<file path="src/hdl/dfsc_pkg.sv">
// ----------------------------------------------------------------------------
// dfsc_pkg
// Shared widths, operation codes and request types of the dark and flat
// spectrum correction block.
// ----------------------------------------------------------------------------
package dfsc_pkg;

  localparam int SAMPLES       = 2048;
  localparam int FRACTION_BITS = 12;

  localparam int ADDR_W   = $clog2(SAMPLES);
  localparam int OP_W     = 2;
  localparam int POS_W    = 11;
  localparam int DATA_W   = 16;
  localparam int SAMPLE_W = 18;
  localparam int CORR_W   = 30;
  localparam int NUM_W    = SAMPLE_W + FRACTION_BITS;
  localparam int CORR_MAX = (1 << (CORR_W - 1)) - 1;

  localparam int IN_TDATA_W  = ((POS_W + DATA_W + SAMPLE_W + 7) / 8) * 8;
  localparam int OUT_TDATA_W = ((CORR_W + 7) / 8) * 8;

  localparam logic [OP_W-1:0] OP_LOAD_DARK   = 2'd0;
  localparam logic [OP_W-1:0] OP_LOAD_BRIGHT = 2'd1;
  localparam logic [OP_W-1:0] OP_SUBTRACT    = 2'd2;
  localparam logic [OP_W-1:0] OP_DIVIDE      = 2'd3;

  typedef struct packed {
    logic                     is_div;
    logic                     neg;
    logic                     replaced;
    logic [DATA_W-1:0]        divisor;
    logic signed [CORR_W-1:0] diff;
  } div_side_t;

  typedef struct packed {
    div_side_t        side;
    logic [NUM_W-1:0] num;
  } div_req_t;

endpackage

</file>
<file path="src/hdl/dfsc_div.sv">
// ----------------------------------------------------------------------------
// dfsc_div
// Pipelined restoring divider, one quotient bit per stage, with sign
// restoration, saturation, a pass-through of the difference for subtract requests, and the output register.
// ----------------------------------------------------------------------------
module dfsc_div (
  input  logic                              clk,
  input  logic                              rst_n,
  input  logic                              in_valid,
  output logic                              in_ready,
  input  dfsc_pkg::div_req_t                in_req,
  output logic                              out_valid,
  input  logic                              out_ready,
  output logic signed [dfsc_pkg::CORR_W-1:0] out_corrected,
  output logic                              out_flag
);

  localparam int NUM_W  = dfsc_pkg::NUM_W;
  localparam int DATA_W = dfsc_pkg::DATA_W;
  localparam int CORR_W = dfsc_pkg::CORR_W;
  localparam int WIDE_W = (NUM_W + 1 > CORR_W) ? NUM_W + 1 : CORR_W;
  localparam logic signed [WIDE_W-1:0] SAT_MAX = WIDE_W'(dfsc_pkg::CORR_MAX);
  localparam logic signed [WIDE_W-1:0] SAT_MIN = -SAT_MAX - WIDE_W'(1);

  logic                v_r    [0:NUM_W];
  dfsc_pkg::div_side_t side_r [0:NUM_W];
  logic [DATA_W-1:0]   rem_r  [0:NUM_W];
  logic [NUM_W-1:0]    nq_r   [0:NUM_W];
  logic                rdy    [0:NUM_W+1];

  logic                     out_valid_r;
  logic signed [CORR_W-1:0] out_corrected_r;
  logic                     out_flag_r;

  assign rdy[NUM_W+1] = !out_valid_r || out_ready;
  assign in_ready     = rdy[0];

  genvar k;
  generate
    for (k = 0; k <= NUM_W; k++) begin : g_rdy
      assign rdy[k] = !v_r[k] || rdy[k+1];
    end
  endgenerate

  always_ff @(posedge clk) begin
    if (!rst_n) begin
      v_r[0] <= 1'b0;
    end else if (rdy[0]) begin
      v_r[0] <= in_valid;
    end
    if (rdy[0]) begin
      side_r[0] <= in_req.side;
      rem_r[0]  <= '0;
      nq_r[0]   <= in_req.num;
    end
  end

  generate
    for (k = 0; k < NUM_W; k++) begin : g_stage
      logic [DATA_W:0]   trial;
      logic              fits;
      logic [DATA_W-1:0] rem_nxt;
      logic [NUM_W-1:0]  nq_nxt;

      always_comb begin
        trial   = {rem_r[k], nq_r[k][NUM_W-1]};
        fits    = trial >= {1'b0, side_r[k].divisor};
        rem_nxt = fits ? DATA_W'(trial - {1'b0, side_r[k].divisor}) : trial[DATA_W-1:0];
        nq_nxt  = {nq_r[k][NUM_W-2:0], fits};
      end

      always_ff @(posedge clk) begin
        if (!rst_n) begin
          v_r[k+1] <= 1'b0;
        end else if (rdy[k+1]) begin
          v_r[k+1] <= v_r[k];
        end
        if (rdy[k+1]) begin
          side_r[k+1] <= side_r[k];
          rem_r[k+1]  <= rem_nxt;
          nq_r[k+1]   <= nq_nxt;
        end
      end
    end
  endgenerate

  logic signed [WIDE_W-1:0] quo_w;
  logic signed [WIDE_W-1:0] signed_w;
  logic signed [WIDE_W-1:0] sat_w;
  logic signed [CORR_W-1:0] corrected_nxt;

  always_comb begin
    quo_w    = $signed(WIDE_W'(nq_r[NUM_W]));
    signed_w = side_r[NUM_W].neg ? -quo_w : quo_w;
    if (signed_w > SAT_MAX) begin
      sat_w = SAT_MAX;
    end else if (signed_w < SAT_MIN) begin
      sat_w = SAT_MIN;
    end else begin
      sat_w = signed_w;
    end
    corrected_nxt = side_r[NUM_W].is_div ? CORR_W'(sat_w) : side_r[NUM_W].diff;
  end

  always_ff @(posedge clk) begin
    if (!rst_n) begin
      out_valid_r <= 1'b0;
    end else if (rdy[NUM_W+1]) begin
      out_valid_r <= v_r[NUM_W];
    end
    if (rdy[NUM_W+1]) begin
      out_corrected_r <= corrected_nxt;
      out_flag_r      <= side_r[NUM_W].is_div && side_r[NUM_W].replaced;
    end
  end

  assign out_valid     = out_valid_r;
  assign out_corrected = out_corrected_r;
  assign out_flag      = out_flag_r;

  a_rem_below_divisor: assert property (@(posedge clk) disable iff (!rst_n)
    v_r[NUM_W] |-> (rem_r[NUM_W] < side_r[NUM_W].divisor))
    else $error("remainder not below divisor at last stage");

  a_last_to_out: assert property (@(posedge clk) disable iff (!rst_n)
    v_r[NUM_W] && rdy[NUM_W+1] |=> out_valid_r)
    else $error("finished quotient did not reach the output register");

  a_in_to_stage0: assert property (@(posedge clk) disable iff (!rst_n)
    in_valid && rdy[0] |=> v_r[0])
    else $error("accepted request missing from first stage");

endmodule
</file>
<file path="config.mk">
export PLATFORM = sky130hd
export DESIGN_NAME = dfsc_div
export DESIGN_NICKNAME = d
export VERILOG_FILES = /design/src/hdl/dfsc_pkg.sv /design/src/hdl/dfsc_div.sv
export SDC_FILE = /design/constraint.sdc
export NUM_CORES = 2
export LEC_CHECK = 0
export BUFFER_PORTS_ARGS = -buffer_cell sky130_fd_sc_hd__buf_2
export CAP_MARGIN = 20
export CORE_MARGIN = 4
export CORE_UTILIZATION = 55
export DETAILED_ROUTE_END_ITERATION = 10
export GPL_TIMING_DRIVEN = 0
export PLACE_DENSITY = 0.79
export SLEW_MARGIN = 20
export SYNTH_ARGS = -nofsm -noshare
export SYNTH_HDL_FRONTEND = slang
export SYNTH_SLANG_ARGS = --single-unit
</file>
<file path="constraint.sdc">
create_clock -name clk -period 15.2 [get_ports clk]
set_clock_uncertainty 0.2 [all_clocks]
set_input_delay 0.76 -clock clk [delete_from_list [all_inputs] [get_ports clk]]
set_output_delay 0.76 -clock clk [all_outputs]
set_load 0.01 [all_outputs]
</file>
After elaboration in Yosys (flattened, before gate mapping)
Memories as Yosys holds them, arrays and structs flattened.
Index checks and enable logic that the tools add are counted.
- register bits: 32
- memory bits (writable): 2976
- input port bits: 83
- output and inout bits: 33
- logic and storage cells: 356
- memories kept: 4
- memories (memory ; depth ; bits a word ; read ports ; clocked after Yosys merged registers in ; write ports ; RTL line ; source):
    side_r ; 31 ; 49 ; 31 ; 0 ; 31 ; dfsc_div.sv:26 ; dfsc_pkg::div_side_t side_r [0:NUM_W];
    nq_r ; 31 ; 30 ; 31 ; 0 ; 31 ; dfsc_div.sv:28 ; logic [NUM_W-1:0] nq_r [0:NUM_W];
    rem_r ; 31 ; 16 ; 30 ; 0 ; 31 ; dfsc_div.sv:27 ; logic [DATA_W-1:0] rem_r [0:NUM_W];
    v_r ; 31 ; 1 ; 31 ; 0 ; 31 ; dfsc_div.sv:25 ; logic v_r [0:NUM_W];
- add/subtract/negate cells: 31
- magnitude comparators: 32
- muxes and demuxes: 190
- bitwise operators: 31
- reduce and logical (&&, ||, !) cells: 65
- operator list (kind ; number):
    greater-or-equal comparator 17 x 16 -> 1 bit ; 30
    2-to-1 mux 16 bit ; 30
    subtractor 16 bit ; 30
    2-to-1 mux 1 bit ; 156
    2-to-1 mux 30 bit ; 3
    zero test 1 bit ; 32
    logical OR 1 bit ; 32
    greater-than comparator 31 x 30 -> 1 bit (second input constant) ; 1
    < comparator 31 x 30 -> 1 bit (second input constant) ; 1
    2-to-1 mux 31 bit ; 1
    negation 30 -> 31 bit ; 1
    bitwise OR 1 bit ; 31
    logical AND 1 bit ; 1

Longest topological paths before layout
- word-level depth: 37
- depth in mapped cells: 11
- gate-level depth less buffers: 10

Worst setup path after synthesis
OpenSTA, ideal clock, no wires.
- path kind: in2reg
- start: in out_ready
- end: mem v_r[3][0] (netlist: v_r[0][3]) (data pin)
- library setup time: 283 ps
- arrival: 6466 ps
- data required time: 14717 ps
- setup slack: 8252 ps
- stages: 10
- path buffers: 1
- cell sequence: nor2b_4 > inv_2 > nor4_4 > and3_4 > and2_4 > buf_12 > inv_6 > nor3_4 > nand4_1 > and3_1
- RTL lines (what ; RTL line ; source):
    start: declaration ; dfsc_div.sv:13 ; input logic out_ready,
    end: declaration ; dfsc_div.sv:25 ;

==> results_dict.tcl <==
set metrics [dict create \
    dpl_cell_area_um2 125000 \
    die-area_um2 224000 \
    synth_top_area_share_pct 74.5 \
    async_flop_share_pct 0 \
    status "finished clean" \
    antenna_found_initial 6 \
    critPathMaxFanout 98 \
    ant_nets 0 \
    grt_pass1_vias 64600 \
    synth_top_cell_by_area "edfxtp_1" \
    cts-htree-levels 5 \
    die_h_um 474 \
    whs_path_depth 0 \
    dr.pass1.iters 6 \
    syn_to_final_growth_pct 13.0 \
    avgSynthCellArea_um2 15.9 \
    hp-class "flip-flop to flip-flop" \
    r2r-start "out_valid" \
    gp_congestion 0.951 \
    ys_seq_area_share_pct 74.5 \
    ys_warn_count 0 \
    setup_viol 0 \
    crit_type "primary input to primary output" \
    slowest_delay_ns 0.92 \
    powerDensity_nw_per_um2 173 \
    synth_common_cells "edfxtp_1 (2958), inv_1 (639), nor2_1 (546), ha_1 (467), a21oi_1 (388)" \
    hold_violations 0 \
    ys_seq_elements 2960 \
    placedCellCount 10500 \
    cp_cell_sequence "dlygate4sd3_1 -> buf_2 -> nor2b_4 -> inv_2 -> nor4_4 -> and3_4 -> and2_4 -> buf_12 -> inv_6 -> nor3_4 -> nand3_4 -> nor2_4 -> nand3_4 -> buf_2" \
    viasPerCell 5.70 \
    rsz0062_at_grt "false" \
    layout-drive-gt1-share_pct 10.8 \
    slew_headroom_pct 24.4 \
    drcViolationCount 0 \
    avgRoutedWirePerCell_um 20.4 \
    clock-sinks 2960 \
    syn_nets 8062 \
    io_buffers 114 \
    ios 116 \
    cts_hold_buf 81 \
    regToRegSetupSlack_ns 9.33 \
    cts_tree "done" \
    holdPathEnd "side_r[0][615]" \
    fp.dieW_um 474 \
    synth_edf_count 2958 \
    yosys-top-cells-area "edfxtp_1 (74%), ha_1 (4.9%), inv_1 (2.0%)" \
    clock_latency_ns 0.92 \
    critical_path_required_ns 14.24 \
    maxCapViolCount 0 \
    min_period_ns 7.22 \
    power.leakage_uw 0.0532 \
    vdd.ir_drop.worst_v 0.000142 \
    syn_area_um2 119000 \
    grtUsageTotal_pct 20.1 \
    crit_path_end_kind "primary output" \
    yosysMostFrequentCell "edfxtp_1" \
    worst_setup_path_start_kind "primary input" \
    r2r-end "nq_r[0][17]" \
    clock.fmax_ghz 0.139 \
    tightest_slew_ns 1.13 \
    grt_max_degree 99 \
    cts_resized 0 \
    cp_slowest_cell "nor4_4" \
    path_clk_slew_ns 0.06 \
    postCtsSetupRepairBufs 0 \
    drtIter0Drc 4865 \
    hold_start "side_r[0][566]" \
    postRouteWirelength_um 226000 \
    design_area_um2 135000 \
    vias 63100 \
    grt_overflow_total 0 \
    r2r_cells 12 \
    dp_hpwl_um 150000 \
    synthDistinctLibCells 88 \
    core.rowCount 170 \
    stdcell_count 11100 \
    slew_viol_final 0 \
    period_share_pct 47.5 \
    synth_cells 7484 \
    clk_path_buf_depth 4 \
    setup_tns_ns 0 \
    final_nets 8602 \
    initial_core_util_pct 55.4 \
    core_area_um2 215000 \
    synth_ff_type "edfxtp_1" \
    cts_root_buf "clkbuf_16" \
    worstPathArrival_ns 6.26 \
    grt_pass1_wl_um 354000 \
    cts_inserted_buffers 303 \
]
[per-layer routing]
layer,wire (um),GRT usage [%],up-vias
li1,-,-,29600
met1,89700,24.4,31000
met2,116000,35.9,1950
met3,11100,3.16,579
met4,8550,7.83,0
met5,0,0,-
[cell usage in the layout, fill, tap and decap left out, types with 49 or more instances in the layout]
cell type	instances
dlygate4sd3_1	81
o21ai_0	264
edfxtp_1	2958
mux2i_1	58
nand4_1	109
inv_1	627
nor3_1	153
nor2_1	546
nor2b_1	83
ha_1	467
nand2_1	127
clkinv_1	57
and3_1	49
xor2_1	116
clkbuf_16	307
a31oi_1	52
mux2_2	187
o21a_1	133
buf_2	138
clkbuf_1	86
a21o_1	121
nand3_1	56
a21oi_1	388
xnor2_1	167
or4_1	55
[how the worst max path moves through the flow]
stage	slack [ns]	start	end
6_report	7.98	out_ready	in_ready
5_1_grt	7.68	out_ready	in_ready
4_1_cts	7.93	out_ready	in_ready
3_5_place_dp	8.68	out_ready	in_ready
3_3_place_gp	5.68	out_ready	v_r[1][0]
2_1_floorplan	8.25	out_ready	v_r[0][3]
[registers in the layout, summed over array words and instances (netlist names)]
| signal | flops |
|---|---|
| out_valid | 1 |
| out_corrected | 30 |
| nq_r | 930 |
| rem_r | 464 |
| out_flag | 1 |
| side_r | 1503 |
| v_r | 31 |
[critical path, delay by kind of cell]
kind,cells,cell delay (ns)
buffers and inverters,6,1.65
and+or+nand+nor,8,3.78
[final cells by class]
cell class	count	area, um^2
fill	14700	80500
antenna	2	5.00
inverter	643	2460
clock buffer	357	7880
clock inverter	156	1510
buffer	70	335
sequential	2960	88900
multi-input combinational	3811	27800
tap	2838	3550
timing repair buffer	235	2340
[stage by stage]
stage                     hold slack [ns]  worst slack [ns]  utilization (%)  power, uW
after floorplan                     0.200              8.25                -      14800
after global placement              0.200              5.68             57.3      16000
after detailed placement            0.205              8.68             57.9      16200
after CTS                           0.190              7.93             62.6      23400
after global routing                0.189              7.68             62.6      24500
final                               0.187              7.98             62.6      23300
[power by group]
group	internal (uW)	switching [uW]
logic	2360	2900
clock network	4170	2930
registers	10400	558
[cell families (layout without fill, tap and decap cells)]
logic type                 after synthesis  after routing  synth area share [%]
adders and majority gates              495            495                  5.37
and+or+nand+nor                       1433           1433                  6.04
DFF                                   2960           2960                  74.5
AOI/OAI and AO/OA                     1354           1354                  7.45
muxes                                  246            246                  2.26
other                                    0              2                     0
buffers and inverters                  713           1461                  2.31
xor gates and xnor gates               283            283                  2.08
(Power assumes the default switching activity.)
